===== config.mk =====
export PLATFORM = sky130hd
export DESIGN_NAME = tli_ctrl
export DESIGN_NICKNAME = d
export VERILOG_FILES = /design/src/tli_pkg.sv /design/src/tli_ctrl.sv
export SDC_FILE = /design/constraint.sdc
export NUM_CORES = 1
export LEC_CHECK = 0
export BUFFER_PORTS_ARGS = -buffer_cell sky130_fd_sc_hd__buf_2
export CAP_MARGIN = 20
export CORE_AREA = 2 2 39 41
export DETAILED_ROUTE_END_ITERATION = 12
export DIE_AREA = 0 0 41 43
export GPL_TIMING_DRIVEN = 0
export PLACE_DENSITY = 0.43
export SYNTH_ARGS = -nofsm -noshare
export SYNTH_HDL_FRONTEND = slang
export SYNTH_SLANG_ARGS = --single-unit

===== constraint.sdc =====
create_clock -name clk -period 2.01 [get_ports clk]
set_input_delay 0 -clock clk [delete_from_list [all_inputs] [get_ports clk]]
set_output_delay 0 -clock clk [all_outputs]
set_load 0.05 [all_outputs]

===== src/tli_pkg.sv =====
// Shared types and constants for the table linear interpolator.
`default_nettype none

package tli_pkg;

  localparam int MAX_POINTS = 256;
  localparam int PTR_W      = $clog2(MAX_POINTS);
  localparam int X_W        = 32;
  localparam int Y_W        = 32;
  localparam int NP_W       = 9;
  localparam int IDX_W      = 8;

  // The multiply-divide loop walks the 33 magnitude bits of y(i+1) - y(i).
  localparam int MAG_W      = Y_W + 1;
  localparam int DIV_STEPS  = MAG_W;
  localparam int DCNT_W     = $clog2(DIV_STEPS);

  localparam logic [NP_W-1:0] NP_RESET = NP_W'(2);

  localparam logic CMD_LOAD  = 1'b0;
  localparam logic CMD_QUERY = 1'b1;

  localparam logic [1:0] RS_INSIDE = 2'd0;
  localparam logic [1:0] RS_BELOW  = 2'd1;
  localparam logic [1:0] RS_ABOVE  = 2'd2;

  typedef logic [PTR_W-1:0] ptr_t;

  typedef enum logic [2:0] {
    ST_IDLE,
    ST_PRIME,
    ST_FIRST,
    ST_SCAN,
    ST_DIV,
    ST_DONE
  } tli_state_t;

  typedef struct packed {
    logic q_start;
    logic addr_inc;
    logic take_first;
    logic take_prev;
    logic take_seg;
    logic div_step;
    logic emit_seg;
    logic emit_miss;
  } tli_cmd_t;

  typedef struct packed {
    logic seg_hit;
    logic scan_last;
    logic div_last;
  } tli_stat_t;

endpackage

`default_nettype wire


===== src/tli_ctrl.sv =====
// Sequencing state machine for breakpoint scan, multiply-divide and result issue.
`default_nettype none

module tli_ctrl (
  input  wire logic              clk,
  input  wire logic              rst_n,
  input  wire logic              query_go,
  input  wire tli_pkg::tli_stat_t stat,
  output tli_pkg::tli_cmd_t      cmd,
  output logic                   busy
);

  tli_pkg::tli_state_t state_r;
  tli_pkg::tli_state_t state_nxt;

  always_ff @(posedge clk) begin
    if (!rst_n) begin
      state_r <= tli_pkg::ST_IDLE;
    end else begin
      state_r <= state_nxt;
    end
  end

  always_comb begin
    state_nxt = state_r;
    unique case (state_r)
      tli_pkg::ST_IDLE: begin
        if (query_go) begin
          state_nxt = tli_pkg::ST_PRIME;
        end
      end
      tli_pkg::ST_PRIME: state_nxt = tli_pkg::ST_FIRST;
      tli_pkg::ST_FIRST: state_nxt = tli_pkg::ST_SCAN;
      tli_pkg::ST_SCAN: begin
        priority if (stat.seg_hit) begin
          state_nxt = tli_pkg::ST_DIV;
        end else if (stat.scan_last) begin
          state_nxt = tli_pkg::ST_IDLE;
        end
      end
      tli_pkg::ST_DIV: begin
        if (stat.div_last) begin
          state_nxt = tli_pkg::ST_DONE;
        end
      end
      tli_pkg::ST_DONE: state_nxt = tli_pkg::ST_IDLE;
      default: state_nxt = tli_pkg::ST_IDLE;
    endcase
  end

  always_comb begin
    cmd  = '0;
    busy = (state_r != tli_pkg::ST_IDLE);
    unique case (state_r)
      tli_pkg::ST_IDLE: cmd.q_start = query_go;
      tli_pkg::ST_PRIME: cmd.addr_inc = 1'b1;
      tli_pkg::ST_FIRST: begin
        cmd.take_first = 1'b1;
        cmd.addr_inc   = 1'b1;
      end
      tli_pkg::ST_SCAN: begin
        // A matching segment wins even on the last entry.
        priority if (stat.seg_hit) begin
          cmd.take_seg = 1'b1;
        end else if (stat.scan_last) begin
          cmd.emit_miss = 1'b1;
        end else begin
          cmd.take_prev = 1'b1;
          cmd.addr_inc  = 1'b1;
        end
      end
      tli_pkg::ST_DIV: cmd.div_step = 1'b1;
      tli_pkg::ST_DONE: cmd.emit_seg = 1'b1;
      default: cmd = '0;
    endcase
  end

endmodule

`default_nettype wire


==> flow_summary.rst, run 1 <==
.. list-table::
   :header-rows: 1

   * - Metric
     - Value
   * - Result of the run
     - finished clean
   * - Power Dens Cells
     - 886 nW/µm²
   * - Cell type contributing the most total cell area after synthesis
     - sky130_fd_sc_hd__dfxtp_1
   * - Filler cells
     - 165
   * - Maximum number of pins on one net before global-route repair
     - 11
   * - Via count of the routed design
     - 254
   * - Max reg flops
     - 3
   * - Routed length per instance
     - 10.0 µm
   * - Die Y-Extent
     - 43 µm
   * - Drt pass-1 iters
     - 1
   * - Number of levels the H-tree was split into
     - 1
   * - GRT Residual Overflow
     - 0
   * - Area fraction of the dominant cell type after synthesis
     - 25.7%
   * - Instance count on the critical path
     - 4
   * - Cts-stage hold buffer count
     - 0
   * - Sequential cell area
     - 60.1 µm²
   * - Worst Slack Setup Final
     - 646 ps
   * - Die W
     - 41 µm
   * - Register clock-pin slew on the reported worst setup and hold paths
     - 40 ps
   * - Sinks on Clock Net
     - 3
   * - Clock root buffer master
     - sky130_fd_sc_hd__clkbuf_4
   * - Total DRC errors in the routed layout
     - 0
   * - Number of instances on the worst hold path
     - 2
   * - Setup TNS
     - 0 ps
   * - Pin slew with the least headroom to its limit
     - 235 ps
   * - Leading cell types by total area after synthesis
     - sky130_fd_sc_hd__dfxtp_1 26%, sky130_fd_sc_hd__nor4b_1 11%, sky130_fd_sc_hd__a21boi_2 4.8%
   * - Total count of hold-check failures in the final report
     - 0
   * - Worst-case reg-to-reg path depth
     - 3
   * - Net Count, Synth
     - 33
   * - Total of buffers placed on input and output ports
     - 14
   * - Flip-flop and latch count after synthesis
     - 3
   * - Delay of the slowest cell on the worst path
     - 380 ps
   * - Area growth, synth to finish
     - 57.8%
   * - Count of unique library cells instantiated by Yosys
     - 20
   * - Register name with the most flops
     - state_r
   * - Total Routed Length
     - 611 µm
   * - CTS tree
     - built
   * - Row count
     - 14
   * - Worst-skew pair later-pin latency
     - 230 ps
   * - Hpwl dp
     - 445 µm
   * - Worst setup slack before clock tree synthesis
     - 887 ps
   * - Number of nets at the end of the flow
     - 52
   * - Highest net fanout along the worst path
     - 10
   * - Initial DRC count
     - 0
   * - Fin Clk Skew
     - 4.33 ps
   * - Highest attainable clock frequency
     - 733 MHz
   * - Cells along the critical path
     - buf_4, or3b_4, inv_1, buf_2
   * - WP data required
     - 2010 ps
   * - Ports placed on the boundary
     - 15
   * - Number of buffers and inverters on the critical path
     - 3
   * - Max-cap violations
     - 0
   * - Antenna diodes
     - 0
   * - Starting utilization of the core area
     - 16.9%
   * - Max transition margin
     - 84.1%
   * - Buffers inserted by post-CTS timing repair
     - 0
   * - Vias in the first global route
     - 250
   * - Count of nets left with antenna violations after detail routing
     - 0
   * - Final weighted congestion in routability-driven placement
     - 0.647
   * - Worst Setup Path Type
     - register to output port
   * - Multi-input combinational cell area
     - 161 µm²
   * - Core box area
     - 1380 µm²
   * - Post-synthesis average cell area
     - 8.67 µm²
   * - Path category of the worst min-delay check
     - input port to register
   * - Yosys Warn Count
     - 0
   * - Share of final-layout standard cells stronger than drive strength 1
     - 57.8%
   * - Post-cts sizing count
     - 0
   * - Cell area after placement
     - 343 µm²
   * - Final number of max-transition violations
     - 0
   * - Master of the slowest instance on the critical path
     - sky130_fd_sc_hd__or3b_4
   * - Minimum clock period after layout
     - 1360 ps
   * - Arrival @ worst endpoint
     - 1360 ps
   * - Antenna violations before repair
     - 0
   * - RSZ-0062 raised after global routing
     - no
   * - Post-route design area
     - 369 µm²
   * - Launching element type of the critical path
     - register
   * - Share of the core filled with cells in the final layout
     - 26.7%
   * - Die Outline Area
     - 1760 µm²
   * - Area of the mapped netlist
     - 234 µm²
   * - Largest registers in the final layout
     - state_r: 3 flops
   * - Count of final setup violators
     - 0
   * - First-pass GRT wire length
     - 1.00 mm
   * - Aggregate global-route resource usage
     - 9.12%
   * - Type of destination of the critical path
     - output port
   * - Largest delay contributor family on the critical path
     - buffers and inverters
   * - Number of buffers between clock root and the deepest sink
     - 2
   * - Worst vdd ir
     - 0.000286 V
   * - Seq/Total Area, Yosys
     - 25.7%
   * - Leakage power total
     - 0.197 nW
   * - Period utilisation layout
     - 67.8%
   * - TritonCTS buffer count
     - 3
   * - Final hold slack
     - 43.2 ps
   * - Cells after synthesis
     - 27
   * - Vias per inst
     - 4.16
[cell families (layout without fill, tap and decap cells)]
family / count (synthesis) / count (layout) / share of synthesized area (%)
mux: 1 / 1 / 4.81
compound gates: 4 / 4 / 15.5
buf+inv: 5 / 23 / 13.4
simple gates: 14 / 14 / 40.6
flops: 3 / 3 / 25.7
[metal layers]
| metal | GRT usage (%) | share of wire (%) |
|---|---|---|
| met1 | 12.1 | 46 |
| met2 | 10.9 | 47 |
| met3 | 0 | 6.5 |
| met4 | 12.0 | 0 |
| met5 | 0 | 0 |
[synthesized netlist by cell type (all sizes together)]
library cell	count
buf	3
dfxtp	3
nor4b	3
inv	2
nand2	2
nor2	2
a21boi	1
a32o	1
and3b	1
mux2	1
nand4b	1
nor3	1
nor3b	1
nor4	1
o211a	1
o21ai	1
or3	1
or3b	1
[worst paths after layout]
check	to	from	slack, ps
setup / recovery	cmd[2]	state_r[0]	650
hold / removal	state_r[2]	rst_n	40
setup reg to reg	state_r[0]	state_r[2]	940
hold reg to reg	state_r[2]	state_r[2]	630
[stage by stage]
step	std cells	power, mW
2_1_floorplan	27	0.190
3_3_place_gp	57	0.222
5_1_grt	61	0.345
4_1_cts	61	0.334
6_report	61	0.327
3_5_place_dp	57	0.222
[layout make-up]
cell class / count / area share [%]
multi-input combinational: 19 / 43.7
timing repair buffer: 14 / 19.0
sequential: 3 / 16.3
clock buffer: 4 / 7.12
buffer: 3 / 6.44
tap: 16 / 5.42
inverter: 2 / 2.03
[power breakdown]
group          internal [mW]  switching [mW]  leakage, nW  total [mW]
registers             0.0667         0.00222       0.0246      0.0689
clock network         0.0745          0.0322       0.0150       0.107
logic                 0.0454           0.106        0.157       0.151
[layout by cell type, fill, tap and decap left out]
cell	netlist	final
sky130_fd_sc_hd__buf_6	1	1
sky130_fd_sc_hd__clkbuf_4	0	3
sky130_fd_sc_hd__nand2_1	2	2
sky130_fd_sc_hd__buf_4	1	1
sky130_fd_sc_hd__clkbuf_1	0	1
sky130_fd_sc_hd__nor4_2	0	1
sky130_fd_sc_hd__or3b_4	1	1
sky130_fd_sc_hd__a21boi_2	1	1
sky130_fd_sc_hd__or3_1	1	1
sky130_fd_sc_hd__nor4b_2	0	2
sky130_fd_sc_hd__nand4b_1	1	1
sky130_fd_sc_hd__nor2_1	2	2
sky130_fd_sc_hd__o211a_1	1	1
sky130_fd_sc_hd__and3b_1	1	1
sky130_fd_sc_hd__nor3b_1	1	1
sky130_fd_sc_hd__a32o_1	1	1
sky130_fd_sc_hd__inv_1	2	2
sky130_fd_sc_hd__buf_2	1	15
sky130_fd_sc_hd__nor3_1	1	1
sky130_fd_sc_hd__o21ai_0	1	1
sky130_fd_sc_hd__dfxtp_1	3	3
sky130_fd_sc_hd__nor4b_1	3	1
sky130_fd_sc_hd__mux2_2	1	1
No activity file was read; power rests on OpenSTA's default activity.
==> run 2: changes to the inputs <==
--- a/config.mk
+++ b/config.mk
@@ -11,7 +11,7 @@
 export DETAILED_ROUTE_END_ITERATION = 12
 export DIE_AREA = 0 0 41 43
 export GPL_TIMING_DRIVEN = 0
-export PLACE_DENSITY = 0.43
+export PLACE_DENSITY = 0.44
 export SYNTH_ARGS = -nofsm -noshare
 export SYNTH_HDL_FRONTEND = slang
 export SYNTH_SLANG_ARGS = --single-unit
==> constraint.sdc (replaced) <==
create_clock -name clk -period 1.2 [get_ports clk]
set_input_delay 0 -clock clk [delete_from_list [all_inputs] [get_ports clk]]
set_output_delay 0 -clock clk [all_outputs]
set_load 0.05 [all_outputs]
==> run 2 against run 1 <==
  * The flow now finishes with violations (negative setup slack)
  * Utilization rose by 6.2 points
  * Sequential power rose by 94%
  * Clock power rose by 65%
  * Cell count rose by 3.3%
  * Sequential cell count did not move
  * Design area rose by 23%
  * Global-route usage fell by 0.30 points
  * Setup slack got worse by 680 ps
==> flow_summary.rst, run 2 (synthesis results as in run 1) <==
.. list-table::
   :header-rows: 1

   * - Metric
     - Value
   * - Total count of hold-check failures in the final report
     - 0
   * - Initial DRC count
     - 6
   * - Via count of the routed design
     - 270
   * - Count of nets left with antenna violations after detail routing
     - 0
   * - RSZ-0062 raised after global routing
     - yes
   * - Count of final setup violators
     - 2
   * - Cts-stage hold buffer count
     - 0
   * - Worst setup slack before clock tree synthesis
     - 74.5 ps
   * - Critical hold path startpoint
     - rst_n
   * - Path category of the worst min-delay check
     - input port to register
   * - First-pass GRT wire length
     - 1.06 mm
   * - Total of buffers placed on input and output ports
     - 14
   * - Worst-case reg-to-reg path depth
     - 4
   * - Period utilisation layout
     - 103%
   * - Sinks on Clock Net
     - 3
   * - Power Dens Cells
     - 1280 nW/µm²
   * - Vias per inst
     - 4.29
   * - Antenna violations before repair
     - 0
   * - Number of instances on the worst hold path
     - 2
   * - Highest net fanout along the worst path
     - 10
   * - Worst vdd ir
     - 0.000478 V
   * - Die W
     - 41 µm
   * - Core box area
     - 1380 µm²
   * - Ports placed on the boundary
     - 15
   * - Power after layout
     - 0.583 mW
   * - Worst Setup Path Type
     - register to output port
   * - Cells along the critical path
     - buf_6, or3b_4, inv_2, buf_8
   * - Register clock-pin slew on the reported worst setup and hold paths
     - 40 ps
   * - Final number of max-transition violations
     - 0
   * - Die Outline Area
     - 1760 µm²
   * - Hpwl dp
     - 470 µm
   * - Minimum clock period after layout
     - 1240 ps
   * - Multi-input combinational cell area
     - 183 µm²
   * - GRT Residual Overflow
     - 0
   * - Largest delay contributor family on the critical path
     - simple AND/OR/NAND/NOR gates
   * - Clock root buffer master
     - sky130_fd_sc_hd__clkbuf_4
   * - Total Routed Length
     - 679 µm
   * - Maximum number of pins on one net before global-route repair
     - 11
   * - Leakage power total
     - 0.215 nW
   * - Sequential cell area
     - 65.1 µm²
   * - Die Y-Extent
     - 43 µm
   * - Row count
     - 14
   * - Worst Slack Setup Final
     - -38.3 ps
   * - Register name with the most flops
     - state_r
   * - Violated checks
     - negative setup slack
   * - Pin slew with the least headroom to its limit
     - 219 ps
   * - TritonCTS buffer count
     - 3
   * - WP data required
     - 1200 ps
   * - Area growth, synth to finish
     - 94.7%
   * - Share of final-layout standard cells stronger than drive strength 1
     - 72.3%
   * - Fin Clk Skew
     - 2.20 ps
   * - Type of destination of the critical path
     - output port
   * - Launching element type of the critical path
     - register
   * - Worst-skew pair later-pin latency
     - 230 ps
   * - Routed length per instance
     - 10.8 µm
   * - Aggregate global-route resource usage
     - 8.82%
   * - Reg2Reg Setup Slack
     - 90 ps
   * - Critical register-to-register path endpoint
     - state_r[2]
   * - Number of instances in the placed design
     - 57
   * - Arrival @ worst endpoint
     - 1240 ps
   * - Antenna diodes
     - 0
   * - Most used cells in the layout excluding fill and tap cells
     - 6 x sky130_fd_sc_hd__buf_4, 6 x sky130_fd_sc_hd__buf_2, 5 x sky130_fd_sc_hd__buf_6, 4 x sky130_fd_sc_hd__clkbuf_4
   * - Vias in the first global route
     - 235
   * - Highest attainable clock frequency
     - 808 MHz
   * - Drt pass-1 iters
     - 4
   * - Number of buffers between clock root and the deepest sink
     - 2
   * - Max transition margin
     - 85.2%
   * - Source of the worst register-to-register timing path
     - state_r[1]
   * - Number of nets at the end of the flow
     - 54
   * - Number of buffers and inverters on the critical path
     - 3
   * - Max reg flops
     - 3
   * - Master of the slowest instance on the critical path
     - sky130_fd_sc_hd__or3b_4
   * - Starting utilization of the core area
     - 16.9%
   * - Result of the run
     - finished, violations left
   * - CTS tree
     - built
   * - Layout Cells excl Fill
     - 63
   * - Total DRC errors in the routed layout
     - 0
   * - Final weighted congestion in routability-driven placement
     - 0.558
   * - Delay of the slowest cell on the worst path
     - 370 ps
   * - Worst-case hold path end point
     - state_r[2]
   * - Filler cells
     - 140
   * - Max-cap violations
     - 0
   * - Largest registers in the final layout
     - state_r: 3 flops
   * - Number of levels the H-tree was split into
     - 1
==> run 2: what timing repair did <==
item	in CTS	in global routing
resized for setup	18	3
endpoints found under the hold margin	0	0
buffers inserted	2	0
cloned	1	0
setup endpoints to repair	9	8
pin swaps	1	0
==> run 2: layout make-up <==
type / instances / area share, %
plain buffers: 2 / 4.95
clock buffers: 4 / 5.77
inverters: 2 / 1.65
multi-input cells: 19 / 40.1
flip-flops and latches: 3 / 14.3
well taps: 16 / 4.40
repair buffers: 17 / 28.8
==> run 2: worst max-delay path by stage <==
stage,start,endpoint,slack [ps],cells after the start
floorplan,state_r[0],cmd[0],-280,3
global placement,state_r[0],cmd[2],80,4
detailed placement,state_r[0],cmd[2],70,4
CTS,state_r[1],cmd[2],-40,4
global route,state_r[1],cmd[2],-90,4
finish,state_r[1],cmd[2],-40,4
==> run 2: layer usage <==
metal	up-vias	wire (µm)	part of all wire (%)	global-route usage, %
li1	139	-	-	-
met1	121	305	45	11.8
met2	10	329	48	12.2
met3	0	44	6.5	4.71
met4	0	0	0	2.00
met5	-	0	0	0
==> run 2: where the power goes <==
group / switching [mW] / total (mW) / internal (mW) / leakage [nW]
Combinational: 0.172 / 0.273 / 0.101 / 0.174
Clock: 0.0522 / 0.177 / 0.125 / 0.0150
Sequential: 0.0195 / 0.134 / 0.114 / 0.0258
Total: 0.244 / 0.583 / 0.340 / 0.215
==> run 2: stage by stage <==
stage / utilization, % / hold WS (ps) / setup TNS (ps) / cell area, µm²
after global routing: 32.9 / 68.4 / -259 / 455
after CTS: 32.3 / 55.5 / -69.4 / 447
after global placement: 26.1 / 285 / 0 / 362
after detailed placement: 26.1 / 285 / 0 / 362
after floorplan: - / 65.5 / -550 / 272
final: 32.9 / 54.3 / -39.4 / 455
==> run 3: changes to the inputs <==
--- a/config.mk
+++ b/config.mk
@@ -11,7 +11,8 @@
 export DETAILED_ROUTE_END_ITERATION = 12
 export DIE_AREA = 0 0 41 43
 export GPL_TIMING_DRIVEN = 0
-export PLACE_DENSITY = 0.44
+export MAX_ROUTING_LAYER = met4
+export PLACE_DENSITY = 0.43
 export SYNTH_ARGS = -nofsm -noshare
 export SYNTH_HDL_FRONTEND = slang
 export SYNTH_SLANG_ARGS = --single-unit
==> constraint.sdc (replaced) <==
create_clock -name clk -period 1.4 [get_ports clk]
set_input_delay 0 -clock clk [delete_from_list [all_inputs] [get_ports clk]]
set_output_delay 0 -clock clk [all_outputs]
set_load 0.05 [all_outputs]
==> run 3 against run 2 <==
  * Die area unchanged
  * Critical path type unchanged
  * The run now ends clean
  * Combinational power fell by 19%
  * Sequential power shrank 26%
  * Critical endpoint unchanged
  * Worst hold slack got worse by 15 ps
  * Clock skew shrank 0.52 ps
  * Wire length down 9.3%
  * Sequential share of layout area rose by 1.5 points
  * Via count stayed put
  * Highest routed layer unchanged
  * Non-clock buffer count down 2
  * Total power is 19% lower
==> flow_summary.rst, run 3 (synthesis results as in run 1) <==
.. list-table::
   :header-rows: 1

   * - Metric
     - Value
   * - Period utilisation layout
     - 95.3%
   * - Final number of max-transition violations
     - 0
   * - Layout Cells excl Fill
     - 61
   * - Max-cap violations
     - 0
   * - Routed wire length on met2
     - 292 µm
   * - Aggregate global-route resource usage
     - 9.04%
   * - Core box area
     - 1380 µm²
   * - Hpwl dp
     - 477 µm
   * - Number of levels the H-tree was split into
     - 1
   * - First-pass GRT wire length
     - 959 µm
   * - Area growth, synth to finish
     - 63.1%
   * - Fin Clk Skew
     - 1.69 ps
   * - Antenna diodes
     - 0
   * - Buffers inserted by post-CTS timing repair
     - 0
   * - Worst setup slack before clock tree synthesis
     - 275 ps
   * - Cts-stage hold buffer count
     - 0
   * - Arrival @ worst endpoint
     - 1330 ps
   * - Routed length per instance
     - 10.1 µm
   * - CTS tree
     - built
   * - Number of nets at the end of the flow
     - 52
   * - Delay of the slowest cell on the worst path
     - 380 ps
   * - Maximum number of pins on one net before global-route repair
     - 11
   * - Ports placed on the boundary
     - 15
   * - Setup TNS
     - 0 ps
   * - Number of buffers between clock root and the deepest sink
     - 2
   * - Highest attainable clock frequency
     - 750 MHz
   * - Leakage power total
     - 0.201 nW
   * - Worst-skew pair later-pin latency
     - 230 ps
   * - Highest net fanout along the worst path
     - 10
   * - Register name with the most flops
     - state_r
   * - Die W
     - 41 µm
   * - Master of the slowest instance on the critical path
     - sky130_fd_sc_hd__or3b_4
   * - Largest delay contributor family on the critical path
     - buffers and inverters
   * - Type of destination of the critical path
     - output port
   * - Number of instances in the placed design
     - 57
   * - WP data required
     - 1400 ps
   * - Share of final-layout standard cells stronger than drive strength 1
     - 62.2%
   * - Worst Slack Setup Final
     - 66.3 ps
   * - Initial DRC count
     - 5
   * - TritonCTS buffer count
     - 3
   * - Die Outline Area
     - 1760 µm²
   * - Via count of the routed design
     - 270
   * - Total Routed Length
     - 616 µm
   * - Vias in the first global route
     - 239
   * - Power Dens Cells
     - 1240 nW/µm²
   * - Antenna violations before repair
     - 0
   * - DR WL met3
     - 69 µm
   * - Top sig layer
     - met3
   * - Register clock-pin slew on the reported worst setup and hold paths
     - 40 ps
   * - Die Y-Extent
     - 43 µm
   * - GRT Residual Overflow
     - 0
   * - Total DRC errors in the routed layout
     - 0
   * - Clock root buffer master
     - sky130_fd_sc_hd__clkbuf_4
   * - Max reg flops
     - 3
   * - Routed met1 length
     - 254 µm
   * - Cells along the critical path
     - buf_4, or3b_4, inv_1, clkbuf_4
   * - Result of the run
     - finished clean
   * - Starting utilization of the core area
     - 16.9%
   * - Count of nets left with antenna violations after detail routing
     - 0
   * - Largest registers in the final layout
     - state_r: 3 flops
   * - Power after layout
     - 0.475 mW
   * - Final hold slack
     - 39.5 ps
   * - Sinks on Clock Net
     - 3
   * - Final weighted congestion in routability-driven placement
     - 0.590
   * - Drt pass-1 iters
     - 3
   * - Worst vdd ir
     - 0.000462 V
   * - Max transition margin
     - 83.4%
   * - Total count of hold-check failures in the final report
     - 0
   * - Path category of the worst min-delay check
     - input port to register
   * - Minimum clock period after layout
     - 1330 ps
   * - Worst Setup Path Type
     - register to output port
   * - Post-cts sizing count
     - 0
   * - Count of final setup violators
     - 0
   * - Launching element type of the critical path
     - register
   * - Pin slew with the least headroom to its limit
     - 251 ps
   * - Number of buffers and inverters on the critical path
     - 3
   * - Vias per inst
     - 4.43
   * - Most used cells in the layout excluding fill and tap cells
     - 14 x sky130_fd_sc_hd__buf_2, 4 x sky130_fd_sc_hd__clkbuf_4, 3 x sky130_fd_sc_hd__dfxtp_1
   * - RSZ-0062 raised after global routing
     - no
   * - Row count
     - 14
   * - Most frequent standard cell in the layout excluding fill and tap cells
     - sky130_fd_sc_hd__buf_2
   * - Total of buffers placed on input and output ports
     - 14
[run 3: worst paths after layout]
check,startpoint,depth (start not counted),endpoint,slack [ps]
worst max-delay path,state_r[0],4,cmd[2],70
worst min-delay path,rst_n,2,state_r[2],40
worst max register to register,state_r[2],3,state_r[0],300
worst min register to register,state_r[2],2,state_r[2],640
[run 3: area by class of cell]
type                    count  area (µm²)
fillers                   154        1000
inverters                   2        7.51
clock buffers               4        26.3
flip-flops and latches      3        60.1
repair buffers             14        72.6
well taps                  16        20.0
plain buffers               3        23.8
multi-input cells          19         171
[run 3: metal layers]
metal	GRT usage, %	up-vias
met1	9.94	122
li1	-	135
met3	7.85	0
met4	4.00	0
met2	11.3	13
met5	-	-
[run 3: metrics by stage]
stage	instance area (µm²)	utilization, %
floorplan	263	-
global placement	353	25.5
detailed placement	353	25.5
CTS	379	27.4
global route	382	27.6
finish	382	27.6
[run 3: power by group]
| part | switching (mW) | internal [mW] |
|---|---|---|
| clock | 0.0471 | 0.107 |
| sequential | 0.00324 | 0.0958 |
| combinational | 0.153 | 0.0686 |
